### src/rtl/cosine_similarity_accumulator_top_defines.svh
// Assertion macros for the cosine similarity accumulator.
// Included by the top level; depends on nothing else.
`ifndef COSINE_SIMILARITY_ACCUMULATOR_TOP_DEFINES_SVH
`define COSINE_SIMILARITY_ACCUMULATOR_TOP_DEFINES_SVH
`ifndef SYNTHESIS
`define CSA_ASSERT_IMPLIES(lbl, clk, rst, ante, cons) \
   lbl: assert property (@(posedge clk) disable iff (rst) (ante) |-> (cons)) \
      else $error("csa: assertion failed");
`define CSA_ASSERT_NEXT(lbl, clk, rst, ante, cons) \
   lbl: assert property (@(posedge clk) disable iff (rst) (ante) |=> (cons)) \
      else $error("csa: assertion failed");
`else
`define CSA_ASSERT_IMPLIES(lbl, clk, rst, ante, cons)
`define CSA_ASSERT_NEXT(lbl, clk, rst, ante, cons)
`endif
`endif

### src/rtl/csa_pkg.sv
// Shared constants and controller/datapath interface types for the
// cosine similarity accumulator. No dependencies.
package csa_pkg;

   localparam int ELEMENT_WIDTH_DEF = 16;
   localparam int ACC_W             = 48;   // accumulator width
   localparam int SIM_W             = 16;   // Q1.15 result
   localparam int FRAC_BITS         = 15;
   localparam int PROD_W            = 2 * ACC_W;          // norm_a * norm_b
   localparam int REM_W             = ACC_W + 3;          // square root remainder
   localparam int NUM_W             = ACC_W + FRAC_BITS;  // dividend width
   localparam int Q_W               = SIM_W + 1;          // kept quotient bits
   localparam int MUL_STEPS         = ACC_W;
   localparam int SQRT_STEPS        = ACC_W;
   localparam int DIV_STEPS         = NUM_W;
   localparam int CNT_W             = 6;

   localparam logic [SIM_W-1:0] SIM_MAX = {1'b0, {(SIM_W-1){1'b1}}};
   localparam logic [SIM_W-1:0] SIM_MIN = {1'b1, {(SIM_W-1){1'b0}}};

   typedef struct packed {
      logic capture;    // input transfer this cycle
      logic load_mul;
      logic step_mul;
      logic load_sqrt;
      logic step_sqrt;
      logic load_div;
      logic step_div;
      logic load_rsp;   // register the result and clear the accumulators
   } csa_cmd_type;

   typedef struct packed {
      logic zero_norm;
   } csa_status_type;

endpackage

### src/rtl/cosine_similarity_accumulator_top.sv
// Cosine similarity accumulator, top level.
// Input stream: req_tdata carries element_a (low) and element_b, both signed
// Q4.12 at ELEMENT_WIDTH bits; req_tlast marks the final pair of a vector.
// Pairs are taken one per cycle while req_tready is high; each adds a*b, a*a
// and b*b into 48-bit saturating accumulators.
// After the transfer that carries req_tlast, req_tready stays low while the
// result is computed: the sums settle, then the shift-add product of the
// norms, the square root and the divide run in turn; a zero norm skips those
// three units.
// The result (similarity, Q1.15 saturated, in rsp_tdata; zero_norm in
// rsp_tuser) sits in an output register, and the block goes back to taking
// pairs while it waits. If the receiver stalls, the next result is held back
// until the previous one has been transferred.
// Reset clears the accumulators and any pending result.
// Depends on csa_pkg, csa_ctrl, csa_dp and the defines header.
`include "cosine_similarity_accumulator_top_defines.svh"

module cosine_similarity_accumulator_top #(
   parameter int ELEMENT_WIDTH = csa_pkg::ELEMENT_WIDTH_DEF,
   localparam int DATA_W = ((2 * ELEMENT_WIDTH + 7) / 8) * 8
) (
   input  logic                        clock,
   input  logic                        reset,
   input  logic                        req_tvalid,
   output logic                        req_tready,
   input  logic [DATA_W-1:0]           req_tdata,   // element_a, element_b, zero fill
   input  logic                        req_tlast,
   output logic                        rsp_tvalid,
   input  logic                        rsp_tready,
   output logic [csa_pkg::SIM_W-1:0]   rsp_tdata,   // similarity
   output logic [0:0]                  rsp_tuser    // zero_norm
);

   csa_pkg::csa_cmd_type              cmd;
   csa_pkg::csa_status_type           status;
   logic signed [ELEMENT_WIDTH-1:0]   element_a;
   logic signed [ELEMENT_WIDTH-1:0]   element_b;
   logic                              zero_norm;

   assign element_a = req_tdata[ELEMENT_WIDTH-1:0];
   assign element_b = req_tdata[2*ELEMENT_WIDTH-1:ELEMENT_WIDTH];
   assign rsp_tuser = zero_norm;

   csa_ctrl u_ctrl (
      .clock      (clock),
      .reset      (reset),
      .req_tvalid (req_tvalid),
      .req_tlast  (req_tlast),
      .req_tready (req_tready),
      .rsp_tvalid (rsp_tvalid),
      .rsp_tready (rsp_tready),
      .status     (status),
      .cmd        (cmd)
   );

   csa_dp #(
      .ELEMENT_WIDTH (ELEMENT_WIDTH)
   ) u_dp (
      .clock      (clock),
      .reset      (reset),
      .cmd        (cmd),
      .element_a  (element_a),
      .element_b  (element_b),
      .status     (status),
      .similarity (rsp_tdata),
      .zero_norm  (zero_norm)
   );

   // A final pair stops intake on the following cycle.
   `CSA_ASSERT_NEXT(a_last_stops_intake, clock, reset, req_tvalid && req_tready && req_tlast, !req_tready)
   // A zero-norm result always carries a zero similarity.
   `CSA_ASSERT_IMPLIES(a_zero_norm_value, clock, reset, rsp_tvalid && rsp_tuser[0], rsp_tdata == '0)
   // A new result only appears after intake has been stopped.
   `CSA_ASSERT_IMPLIES(a_rsp_after_busy, clock, reset, $rose(rsp_tvalid), $past(!req_tready))

endmodule

### src/rtl/csa_ctrl.sv
// Sequencing state machine for the cosine similarity accumulator.
// Depends on csa_pkg for the command and status types.
module csa_ctrl (
   input  logic                    clock,
   input  logic                    reset,
   input  logic                    req_tvalid,
   input  logic                    req_tlast,
   output logic                    req_tready,
   output logic                    rsp_tvalid,
   input  logic                    rsp_tready,
   input  csa_pkg::csa_status_type status,
   output csa_pkg::csa_cmd_type    cmd
);

   localparam logic [2:0] ST_ACCUM = 3'd0;
   localparam logic [2:0] ST_FLUSH = 3'd1;
   localparam logic [2:0] ST_CHECK = 3'd2;
   localparam logic [2:0] ST_MUL   = 3'd3;
   localparam logic [2:0] ST_SQRT  = 3'd4;
   localparam logic [2:0] ST_PREP  = 3'd5;
   localparam logic [2:0] ST_DIV   = 3'd6;
   localparam logic [2:0] ST_DONE  = 3'd7;

   logic [2:0]                  state_ff, state_in;
   logic [csa_pkg::CNT_W-1:0]   cnt_ff, cnt_in;
   logic                        out_valid_ff, out_valid_in;

   assign req_tready = (state_ff == ST_ACCUM);
   assign rsp_tvalid = out_valid_ff;

   always_comb begin
      state_in     = state_ff;
      cnt_in       = cnt_ff;
      cmd          = '0;
      case (state_ff)
         ST_ACCUM: begin
            cmd.capture = req_tvalid;
            if (req_tvalid && req_tlast) begin
               state_in = ST_FLUSH;
            end
         end
         // The last product is added to the accumulators in this cycle.
         ST_FLUSH: begin
            state_in = ST_CHECK;
         end
         ST_CHECK: begin
            if (status.zero_norm) begin
               state_in = ST_DONE;
            end else begin
               cmd.load_mul = 1'b1;
               cnt_in       = csa_pkg::CNT_W'(csa_pkg::MUL_STEPS - 1);
               state_in     = ST_MUL;
            end
         end
         ST_MUL: begin
            cmd.step_mul = 1'b1;
            if (cnt_ff == '0) begin
               cmd.load_sqrt = 1'b1;
               cnt_in        = csa_pkg::CNT_W'(csa_pkg::SQRT_STEPS - 1);
               state_in      = ST_SQRT;
            end else begin
               cnt_in = cnt_ff - 1'b1;
            end
         end
         ST_SQRT: begin
            cmd.step_sqrt = 1'b1;
            if (cnt_ff == '0) begin
               state_in = ST_PREP;
            end else begin
               cnt_in = cnt_ff - 1'b1;
            end
         end
         ST_PREP: begin
            cmd.load_div = 1'b1;
            cnt_in       = csa_pkg::CNT_W'(csa_pkg::DIV_STEPS - 1);
            state_in     = ST_DIV;
         end
         ST_DIV: begin
            cmd.step_div = 1'b1;
            if (cnt_ff == '0) begin
               state_in = ST_DONE;
            end else begin
               cnt_in = cnt_ff - 1'b1;
            end
         end
         ST_DONE: begin
            // Wait until the output register is free or being emptied.
            if (!out_valid_ff || rsp_tready) begin
               cmd.load_rsp = 1'b1;
               state_in     = ST_ACCUM;
            end
         end
         default: begin
            state_in = ST_ACCUM;
         end
      endcase
   end

   always_comb begin
      out_valid_in = out_valid_ff;
      if (cmd.load_rsp) begin
         out_valid_in = 1'b1;
      end else if (rsp_tready) begin
         out_valid_in = 1'b0;
      end
   end

   always_ff @(posedge clock) begin
      if (reset) begin
         state_ff     <= ST_ACCUM;
         cnt_ff       <= '0;
         out_valid_ff <= 1'b0;
      end else begin
         state_ff     <= state_in;
         cnt_ff       <= cnt_in;
         out_valid_ff <= out_valid_in;
      end
   end

endmodule

### src/rtl/csa_dp.sv
// Datapath of the cosine similarity accumulator: products, saturating sums,
// shift-add multiplier, bit-serial square root and divider. Uses csa_pkg.
module csa_dp #(
   parameter int ELEMENT_WIDTH = csa_pkg::ELEMENT_WIDTH_DEF
) (
   input  logic                             clock,
   input  logic                             reset,
   input  csa_pkg::csa_cmd_type             cmd,
   input  logic signed [ELEMENT_WIDTH-1:0]  element_a,
   input  logic signed [ELEMENT_WIDTH-1:0]  element_b,
   output csa_pkg::csa_status_type          status,
   output logic [csa_pkg::SIM_W-1:0]        similarity,
   output logic                             zero_norm
);

   localparam int ACC_W = csa_pkg::ACC_W;
   localparam int PW    = 2 * ELEMENT_WIDTH;
   localparam int SW    = ((PW > ACC_W) ? PW : ACC_W) + 1;

   // Adds a product and clamps to the signed accumulator range.
   function automatic logic [ACC_W-1:0] sat_add(input logic signed [ACC_W-1:0] acc,
                                               input logic signed [PW-1:0] p);
      logic signed [SW-1:0] s;
      begin
         s = SW'(acc) + SW'(p);
         if (s[SW-1:ACC_W-1] == '0 || s[SW-1:ACC_W-1] == '1) begin
            sat_add = s[ACC_W-1:0];
         end else if (s[SW-1]) begin
            sat_add = {1'b1, {(ACC_W-1){1'b0}}};
         end else begin
            sat_add = {1'b0, {(ACC_W-1){1'b1}}};
         end
      end
   endfunction

   logic signed [PW-1:0]           dot_p_ff, dot_p_in, na_p_ff, na_p_in, nb_p_ff, nb_p_in;
   logic                           p_valid_ff;
   logic signed [ACC_W-1:0]        dot_ff, dot_in, na_ff, na_in, nb_ff, nb_in;

   logic [ACC_W-1:0]               mcand_ff, mcand_in, mplier_ff, mplier_in;
   logic [csa_pkg::PROD_W-1:0]     prod_ff, prod_in;
   logic [csa_pkg::REM_W-1:0]      rem_ff, rem_in;
   logic [ACC_W-1:0]               root_ff, root_in;
   logic [ACC_W-1:0]               div_ff, div_in;
   logic [csa_pkg::NUM_W-1:0]      num_ff, num_in;
   logic [csa_pkg::Q_W-1:0]        q_ff, q_in;
   logic                           big_ff, big_in;
   logic [csa_pkg::SIM_W-1:0]      sim_ff, sim_in;
   logic                           zero_ff, zero_in;

   logic [ACC_W:0]                 mul_sum;
   logic [csa_pkg::REM_W-1:0]      sq_shift, sq_trial;
   logic [csa_pkg::REM_W:0]        sq_diff;
   logic [ACC_W:0]                 dv_shift;
   logic [ACC_W+1:0]               dv_diff;
   logic [ACC_W-1:0]               mag;
   logic                           neg;

   assign status.zero_norm = (na_ff == '0) || na_ff[ACC_W-1] ||
                             (nb_ff == '0) || nb_ff[ACC_W-1];
   assign similarity = sim_ff;
   assign zero_norm  = zero_ff;

   assign neg = dot_ff[ACC_W-1];
   assign mag = neg ? (ACC_W'(0) - dot_ff) : dot_ff;

   always_comb begin
      dot_p_in = element_a * element_b;
      na_p_in  = element_a * element_a;
      nb_p_in  = element_b * element_b;
   end

   always_comb begin
      dot_in = dot_ff;
      na_in  = na_ff;
      nb_in  = nb_ff;
      if (cmd.load_rsp) begin
         dot_in = '0;
         na_in  = '0;
         nb_in  = '0;
      end else if (p_valid_ff) begin
         dot_in = sat_add(dot_ff, dot_p_ff);
         na_in  = sat_add(na_ff, na_p_ff);
         nb_in  = sat_add(nb_ff, nb_p_ff);
      end
   end

   always_comb begin
      mul_sum  = {1'b0, prod_ff[csa_pkg::PROD_W-1:ACC_W]} +
                 (mplier_ff[0] ? {1'b0, mcand_ff} : '0);
      sq_shift = {rem_ff[csa_pkg::REM_W-3:0], prod_ff[csa_pkg::PROD_W-1 -: 2]};
      sq_trial = {1'b0, root_ff, 2'b01};
      sq_diff  = {1'b0, sq_shift} - {1'b0, sq_trial};
      dv_shift = {rem_ff[ACC_W-1:0], num_ff[csa_pkg::NUM_W-1]};
      dv_diff  = {1'b0, dv_shift} - {2'b00, div_ff};

      mcand_in  = mcand_ff;
      mplier_in = mplier_ff;
      prod_in   = prod_ff;
      rem_in    = rem_ff;
      root_in   = root_ff;
      div_in    = div_ff;
      num_in    = num_ff;
      q_in      = q_ff;
      big_in    = big_ff;
      sim_in    = sim_ff;
      zero_in   = zero_ff;

      if (cmd.load_mul) begin
         mcand_in  = na_ff;
         mplier_in = nb_ff;
         prod_in   = '0;
      end
      if (cmd.step_mul) begin
         prod_in   = {mul_sum, prod_ff[ACC_W-1:1]};
         mplier_in = {1'b0, mplier_ff[ACC_W-1:1]};
      end
      if (cmd.load_sqrt) begin
         rem_in  = '0;
         root_in = '0;
      end
      // One result bit per step, two radicand bits consumed from the top.
      if (cmd.step_sqrt) begin
         prod_in = {prod_ff[csa_pkg::PROD_W-3:0], 2'b00};
         if (!sq_diff[csa_pkg::REM_W]) begin
            rem_in  = sq_diff[csa_pkg::REM_W-1:0];
            root_in = {root_ff[ACC_W-2:0], 1'b1};
         end else begin
            rem_in  = sq_shift;
            root_in = {root_ff[ACC_W-2:0], 1'b0};
         end
      end
      if (cmd.load_div) begin
         div_in = (root_ff == '0) ? ACC_W'(1) : root_ff;
         num_in = {mag, {csa_pkg::FRAC_BITS{1'b0}}} +
                  csa_pkg::NUM_W'(root_ff[ACC_W-1:1]);
         rem_in = '0;
         q_in   = '0;
         big_in = 1'b0;
      end
      // Restoring division; quotient bits above the kept ones only flag overflow.
      if (cmd.step_div) begin
         num_in = {num_ff[csa_pkg::NUM_W-2:0], 1'b0};
         q_in   = {q_ff[csa_pkg::Q_W-2:0], !dv_diff[ACC_W+1]};
         big_in = big_ff | q_ff[csa_pkg::Q_W-1];
         if (!dv_diff[ACC_W+1]) begin
            rem_in = csa_pkg::REM_W'(dv_diff[ACC_W-1:0]);
         end else begin
            rem_in = csa_pkg::REM_W'(dv_shift[ACC_W-1:0]);
         end
      end
      if (cmd.load_rsp) begin
         zero_in = status.zero_norm;
         if (status.zero_norm) begin
            sim_in = '0;
         end else if (neg) begin
            if (big_ff || q_ff > csa_pkg::Q_W'(csa_pkg::SIM_MIN)) begin
               sim_in = csa_pkg::SIM_MIN;
            end else begin
               sim_in = csa_pkg::SIM_W'(0) - q_ff[csa_pkg::SIM_W-1:0];
            end
         end else begin
            if (big_ff || q_ff > csa_pkg::Q_W'(csa_pkg::SIM_MAX)) begin
               sim_in = csa_pkg::SIM_MAX;
            end else begin
               sim_in = q_ff[csa_pkg::SIM_W-1:0];
            end
         end
      end
   end

   always_ff @(posedge clock) begin
      if (reset) begin
         p_valid_ff <= 1'b0;
         dot_ff     <= '0;
         na_ff      <= '0;
         nb_ff      <= '0;
      end else begin
         p_valid_ff <= cmd.capture;
         dot_ff     <= dot_in;
         na_ff      <= na_in;
         nb_ff      <= nb_in;
      end
   end

   always_ff @(posedge clock) begin
      dot_p_ff  <= dot_p_in;
      na_p_ff   <= na_p_in;
      nb_p_ff   <= nb_p_in;
      mcand_ff  <= mcand_in;
      mplier_ff <= mplier_in;
      prod_ff   <= prod_in;
      rem_ff    <= rem_in;
      root_ff   <= root_in;
      div_ff    <= div_in;
      num_ff    <= num_in;
      q_ff      <= q_in;
      big_ff    <= big_in;
      sim_ff    <= sim_in;
      zero_ff   <= zero_in;
   end

endmodule

### config.mk
export PLATFORM = sky130hd
export DESIGN_NAME = cosine_similarity_accumulator_top
export DESIGN_NICKNAME = d
export VERILOG_FILES = /design/src/rtl/csa_pkg.sv /design/src/rtl/cosine_similarity_accumulator_top.sv /design/src/rtl/csa_ctrl.sv /design/src/rtl/csa_dp.sv
export VERILOG_INCLUDE_DIRS = /design/src /design/src/rtl
export SDC_FILE = /design/constraint.sdc
export NUM_CORES = 2
export LEC_CHECK = 0
export BUFFER_PORTS_ARGS = -buffer_cell sky130_fd_sc_hd__buf_2
export CAP_MARGIN = 20
export CORE_ASPECT_RATIO = 0.5
export CORE_MARGIN = 3
export CORE_UTILIZATION = 30
export DETAILED_ROUTE_END_ITERATION = 6
export HOLD_SLACK_MARGIN = 0.02
export SLEW_MARGIN = 20
export SYNTH_ARGS = -nofsm -noshare
export SYNTH_HDL_FRONTEND = slang
export SYNTH_HIERARCHICAL = 1
export SYNTH_SLANG_ARGS = --single-unit
### constraint.sdc
create_clock -name clock -period 10.15 [get_ports clock]
set_input_delay 3.045 -clock clock [delete_from_list [all_inputs] [get_ports clock]]
set_output_delay 3.045 -clock clock [all_outputs]
set_load 0.03 [all_outputs]
-- Word-level counts from Yosys, hierarchy flattened
Cells that the tools add are included.
Widths: inputs -> output; s select.
- flip-flop bits (word level): 686
- bits of input ports: 37
- output and inout port bits: 19
- logic and storage cells: 143
- add/subtract/negate cells: 10
- multiply operators: 3
- order comparisons: 2
- equal/unequal tests: 17
- multiplexer cells: 53
- bitwise operators: 2
- reductions and logical operators: 32
- operators by type and width (operator ; count):
    $mux 48 ; 11
    $mux 96 ; 3
    $mux 49 ; 5
    $add 48x32->49 ; 3
    $logic_not 48->1 ; 3
    $mux 63 ; 2
    $mul 16x16->32 ; 3
    $mux 47 ; 2
    $add 63x47->63 ; 1
    $sub 51x50->52 ; 1
    $sub 49x48->50 ; 1
    $add 48x49->49 ; 1
    $mux 16 ; 3
    $sub 1x48->48 const A ; 1
    $mux 17 ; 2
    $pmux 3 s8 ; 1
    $pmux 6 s4 ; 1
    $mux 3 ; 6
    $mux 6 ; 3
    $gt 17x15->1 const B ; 1
    $gt 17x16->1 const B ; 1
    $sub 1x16->16 const A ; 1
    $mux 1 ; 13
    $eq 3x3->1 const B ; 4
    other kinds (21) ; 46

-- Depth between registers and ports, before layout
- word-level depth: 9
- gate-level depth with buffers: 29
- depth with buffers taken out: 27

-- Cells and area by module
Netlist, hierarchy kept.
- by module, submodules not included (module ; instances ; cells each ; area an instance (um^2) ; seq. area each (um^2)):
    csa_dp ; 1 ; 7757 ; 71705.0 ; 17807.1
    csa_ctrl ; 1 ; 87 ; 680.7 ; 200.2

-- Least setup slack after synthesis
OpenSTA, ideal clock, no wires.
- path kind: in2reg
- start point: in req_tdata[15]
- end point: reg u_dp.na_p_ff[31]
- library setup time: 72 ps
- arrival: 9081 ps
- required time: 10078 ps
- path slack: 997 ps
- stages: 26
- buffers on the path: 3
- cell sequence: inv_1 > clkbuf_1 > buf_1 > nor2_1 > fa_1 > fa_1 > fa_1 > fa_1 > fa_1 > inv_1 > fa_1 > inv_1 > ha_1 > clkbuf_1 > a21o_1 > a21o_1 > a21oi_1 > o21ai_0 > a21o_1 > a21oi_1 > o41a_1 > o21ai_0 > nor3_1 > o21bai_1 > a21oi_1 > xnor2_1
- cells in the longest elaborated chain, start to end: 1
- ends and longest elaborated chain (item ; RTL line ; source):
    start: declaration ; cosine_similarity_accumulator_top.sv:26 ; input logic [DATA_W-1:0] req_tdata,
    $mul 16x16->32 ; csa_dp.sv:69 ; na_p_in = element_a * element_a;
    named net u_dp.na_p_in[31] ; csa_dp.sv:36 ; logic signed [PW-1:0] dot_p_ff, dot_p_in, na_p_ff, na_p_in, nb_p_ff, nb_p_in;
    end signal: assignment ; csa_dp.sv:188 ; na_p_ff <= na_p_in;
    end: declaration ; csa_dp.sv:36 ;
The timed path passes the listed nets, and every way through them passes these cells.
A chain may end at the register's enable or synchronous reset.

-- Worst setup path in the final report
- start point: in req_tdata[19]
- end point: reg u_dp.dot_p_ff[31]
- cells in the longest elaborated chain, start to end: 1
- ends and longest elaborated chain (item ; RTL line ; source):
    $mul 16x16->32 ; csa_dp.sv:68 ; dot_p_in = element_a * element_b;
    named net u_dp.dot_p_in[31] ; csa_dp.sv:36 ;
    end signal: assignment ; csa_dp.sv:187 ; dot_p_ff <= dot_p_in;
    end: declaration ; csa_dp.sv:36 ;
The timed path passes the listed nets, and every way through them passes these cells.

==> flow_summary.ini <==
[outcome]
status = completed

[critical_path]
end_kind = flop
r2r_start = u_dp/dot_ff[2]
worstPathCellList = buf_2 > clkinv_1 > nor2_1 > fa_1 > fa_1 > fa_1 > fa_1 > fa_1 > inv_1 > fa_1 > inv_1 > ha_1 > and4_1 > o2111ai_1 > a31oi_1 > o2111a_1 > nor2_1 > a211o_1 > o2111ai_1 > a31o_2 > a21oi_1 > xnor2_1
reg2regPathDepth = 18
worstSetupPathType = in2reg
r2r_setup_slack_ns = 4.30
crit_top_cell = fa_1
max_stage_delay_ns = 0.58
required_ns = 10.74
worstReg2RegEnd = u_dp/num_ff[49]
slowest_stage = fa_1
cp_data_arrival_time_ns = 9.60
crit_path_start_kind = input port
crit_fanout = 16

[detailed_routing]
ant_nets = 0
routed_via_density = 4.97
wire_per_inst_um = 16.7
first_pass_iters = 5
first_iter_violations = 3759
drc = 0
vias = 54460
drt-total-wl_mm = 183

[clock_tree]
ctsHoldBuffers = 0
cts_resized = 0
htreeDepth = 3
cts_max_path_buffers = 3
cts_root_buffer = clkbuf_16
numClockSinks = 684
numCtsBuffers = 82
clkLatencyLatePin_ns = 0.71
clkTransAtPathRegs_ns = 0.07
cts_setup_buffers = 0
tritoncts = done

[worst_hold_path]
hold-path-endpoint = u_dp/num_ff[50]
hp-class = reg2reg
hold_start = u_dp/num_ff[49]
hold_path_depth = 2

[logic_synthesis]
synth.net_count = 9207
synth-simple-area-share = 0.128
synth_area_um2 = 72400
ys_warn_count = 6
ys_ff_latch = 684
yosysUniqueCellTypes = 91
synth-edff-count = 431
ys_async_sr_fraction = 0
synth.mux.area_fraction = 0.0156
synthAdderAreaFrac = 0.318
synth_xor_area_frac = 0.0570
synth_compound_area_frac = 0.155
synthFlopType = edfxtp_1
yosysSeqAreaShare = 0.249
synth_top_family_by_area = adder cells
avgSynthCellArea_um2 = 9.23
synthCells = 7844

[final_layout]
final_util = 0.331
final_nets = 9047
drive_above_1_share = 0.0522
syn2layout_area_growth_pct = 8.72
final_cell_mix = inv_1 (1,100), fa_1 (733), nand2_1 (593), ha_1 (593), a21oi_1 (487)
final_common_cell = inv_1

[global_route]
antenna_found_initial = 14
grt_first_pass_wirelength_mm = 296
grt_pass1_vias = 54186
grt_usage = 0.147
grt_max_degree = 155
grt.overflow.total = 0

[placement]
gp_congestion = 0.891
dp_hpwl_mm = 139
pre_cts_slack_ns = 0.430
io_buffers = 55

[timing]
fin_crit_sh = 0.888
final_max_slew_viol_count = 0
rsz0062_at_grt = false
hold_violations = 0
final.setup.tns_ns = 0
relSlewSlack = 0.281
timing_worst_slew_pin_value_ns = 1.05
post-route-min-period_ns = 9.01
skew_ns = 0.0582
max_freq_ghz = 0.111
setup_ws_ns = 1.14
setup_viol = 0

[floorplanning]
core_um2 = 238000
dieArea_um2 = 248000
die_x_um = 701
num_rows = 126
top_level_ports = 56
initial_core_util = 0.304
die_y_um = 353

[pwr]
peakVddDrop_mv = 0.698
p_per_area_nw_per_um2 = 363
power_leakage_nw = 35.3

[job]
max_cap_viol_count = 0
state kept, by name, indices dropped and copies added (netlist names), 3 cells and up:
name / flops
u_ctrl/cnt_ff: 6
u_ctrl/state_ff: 3
u_dp/div_ff: 48
u_dp/dot_ff: 48
u_dp/dot_p_ff: 32
u_dp/mcand_ff: 48
u_dp/mplier_ff: 48
u_dp/na_ff: 48
u_dp/na_p_ff: 31
u_dp/nb_ff: 48
u_dp/nb_p_ff: 31
u_dp/num_ff: 63
u_dp/prod_ff: 96
u_dp/q_ff: 17
u_dp/rem_ff: 49
u_dp/root_ff: 48
u_dp/similarity: 16
cell type report:
cell class / instances / area [um2]
diodes: 11 / 27.5
clock buffers: 99 / 2160
clock inverters: 53 / 542
fillers: 24475 / 159000
inverters: 1112 / 4180
multi-input cells: 5663 / 48800
flip-flops and latches: 684 / 18000
well taps: 3200 / 4000
repair buffers: 141 / 946
per-layer routing:
layer  part of all wire  vias up  global-route usage
li1                   -    26212                   -
met1               0.47    26860               0.205
met2               0.46     1145               0.240
met3              0.045      237              0.0180
met4              0.024        6              0.0385
met5            0.00025        -                   0
where the power goes:
group	internal [mW]	total [mW]	switching (mW)
Sequential	3.76	4.25	0.488
Combinational	9.14	21.3	12.2
Clock	1.67	2.97	1.30
Total	14.6	28.6	14.0
Yosys cell counts (55+ instances only):
| cell | instances | area [um2] |
|---|---|---|
| a211oi_1 | 55 | 413 |
| a21o_1 | 238 | 1790 |
| a21oi_1 | 487 | 2440 |
| a22o_1 | 59 | 517 |
| a31oi_1 | 55 | 344 |
| and2_1 | 315 | 1970 |
| clkbuf_1 | 367 | 1380 |
| dfxtp_1 | 253 | 5060 |
| edfxtp_1 | 431 | 12900 |
| fa_1 | 733 | 14700 |
| ha_1 | 593 | 7420 |
| inv_1 | 1102 | 4140 |
| maj3_1 | 92 | 921 |
| nand2_1 | 594 | 2230 |
| nand2b_1 | 58 | 363 |
| nand3_1 | 85 | 425 |
| nor2_1 | 457 | 1720 |
| nor3_1 | 80 | 400 |
| nor4_1 | 56 | 350 |
| o21a_1 | 63 | 473 |
| o21ai_0 | 407 | 2040 |
| o21bai_1 | 72 | 541 |
| xnor2_1 | 305 | 2670 |
| xor2_1 | 166 | 1450 |
through the flow:
| step | hold slack (ns) | cells | cell area [um2] | power, mW |
|---|---|---|---|---|
| finish | 0.482 | 10963 | 78700 | 28.6 |
| global route | 0.503 | 10959 | 78700 | 31.6 |
| CTS | 0.475 | 10952 | 78700 | 28.6 |
| detailed placement | 0.477 | 10800 | 76000 | 25.5 |
| global placement | 0.459 | 10800 | 76000 | 25.3 |
| floorplan | 0.443 | 7844 | 72400 | 20.3 |
cells by family (layout without fill, tap and decap cells):
group / count (synthesis) / in the layout
AOI/OAI and AO/OA: 1755 / 1755
other: 0 / 11
buffers and inverters: 1497 / 1405
xor gates and xnor gates: 471 / 471
and+or+nand+nor: 1913 / 1913
adders and majority gates: 1418 / 1418
DFF: 684 / 684
muxes: 106 / 106
worst max path at each step:
stage,start,to,slack (ns)
final,req_tdata[19],u_dp/dot_p_ff[31],1.14
after CTS,req_tdata[19],u_dp/nb_p_ff[28],1.19
after global routing,req_tdata[6],u_dp/na_p_ff[31],0.80
after global placement,req_tdata[19],u_dp/nb_p_ff[28],0.53
after detailed placement,req_tdata[19],u_dp/dot_p_ff[31],0.43
after floorplan,req_tdata[15],u_dp/na_p_ff[31],1.0
worst max-delay path: cells and delay by family:
family	cells	cell delay, ns
AND/OR/NAND/NOR	3	0.55
XOR/XNOR	1	0.13
adder cells (fa/ha/maj)	7	3.43
buffers and inverters	4	0.87
AO/OA/AOI/OAI	7	1.54
(Power assumes the default switching activity.)
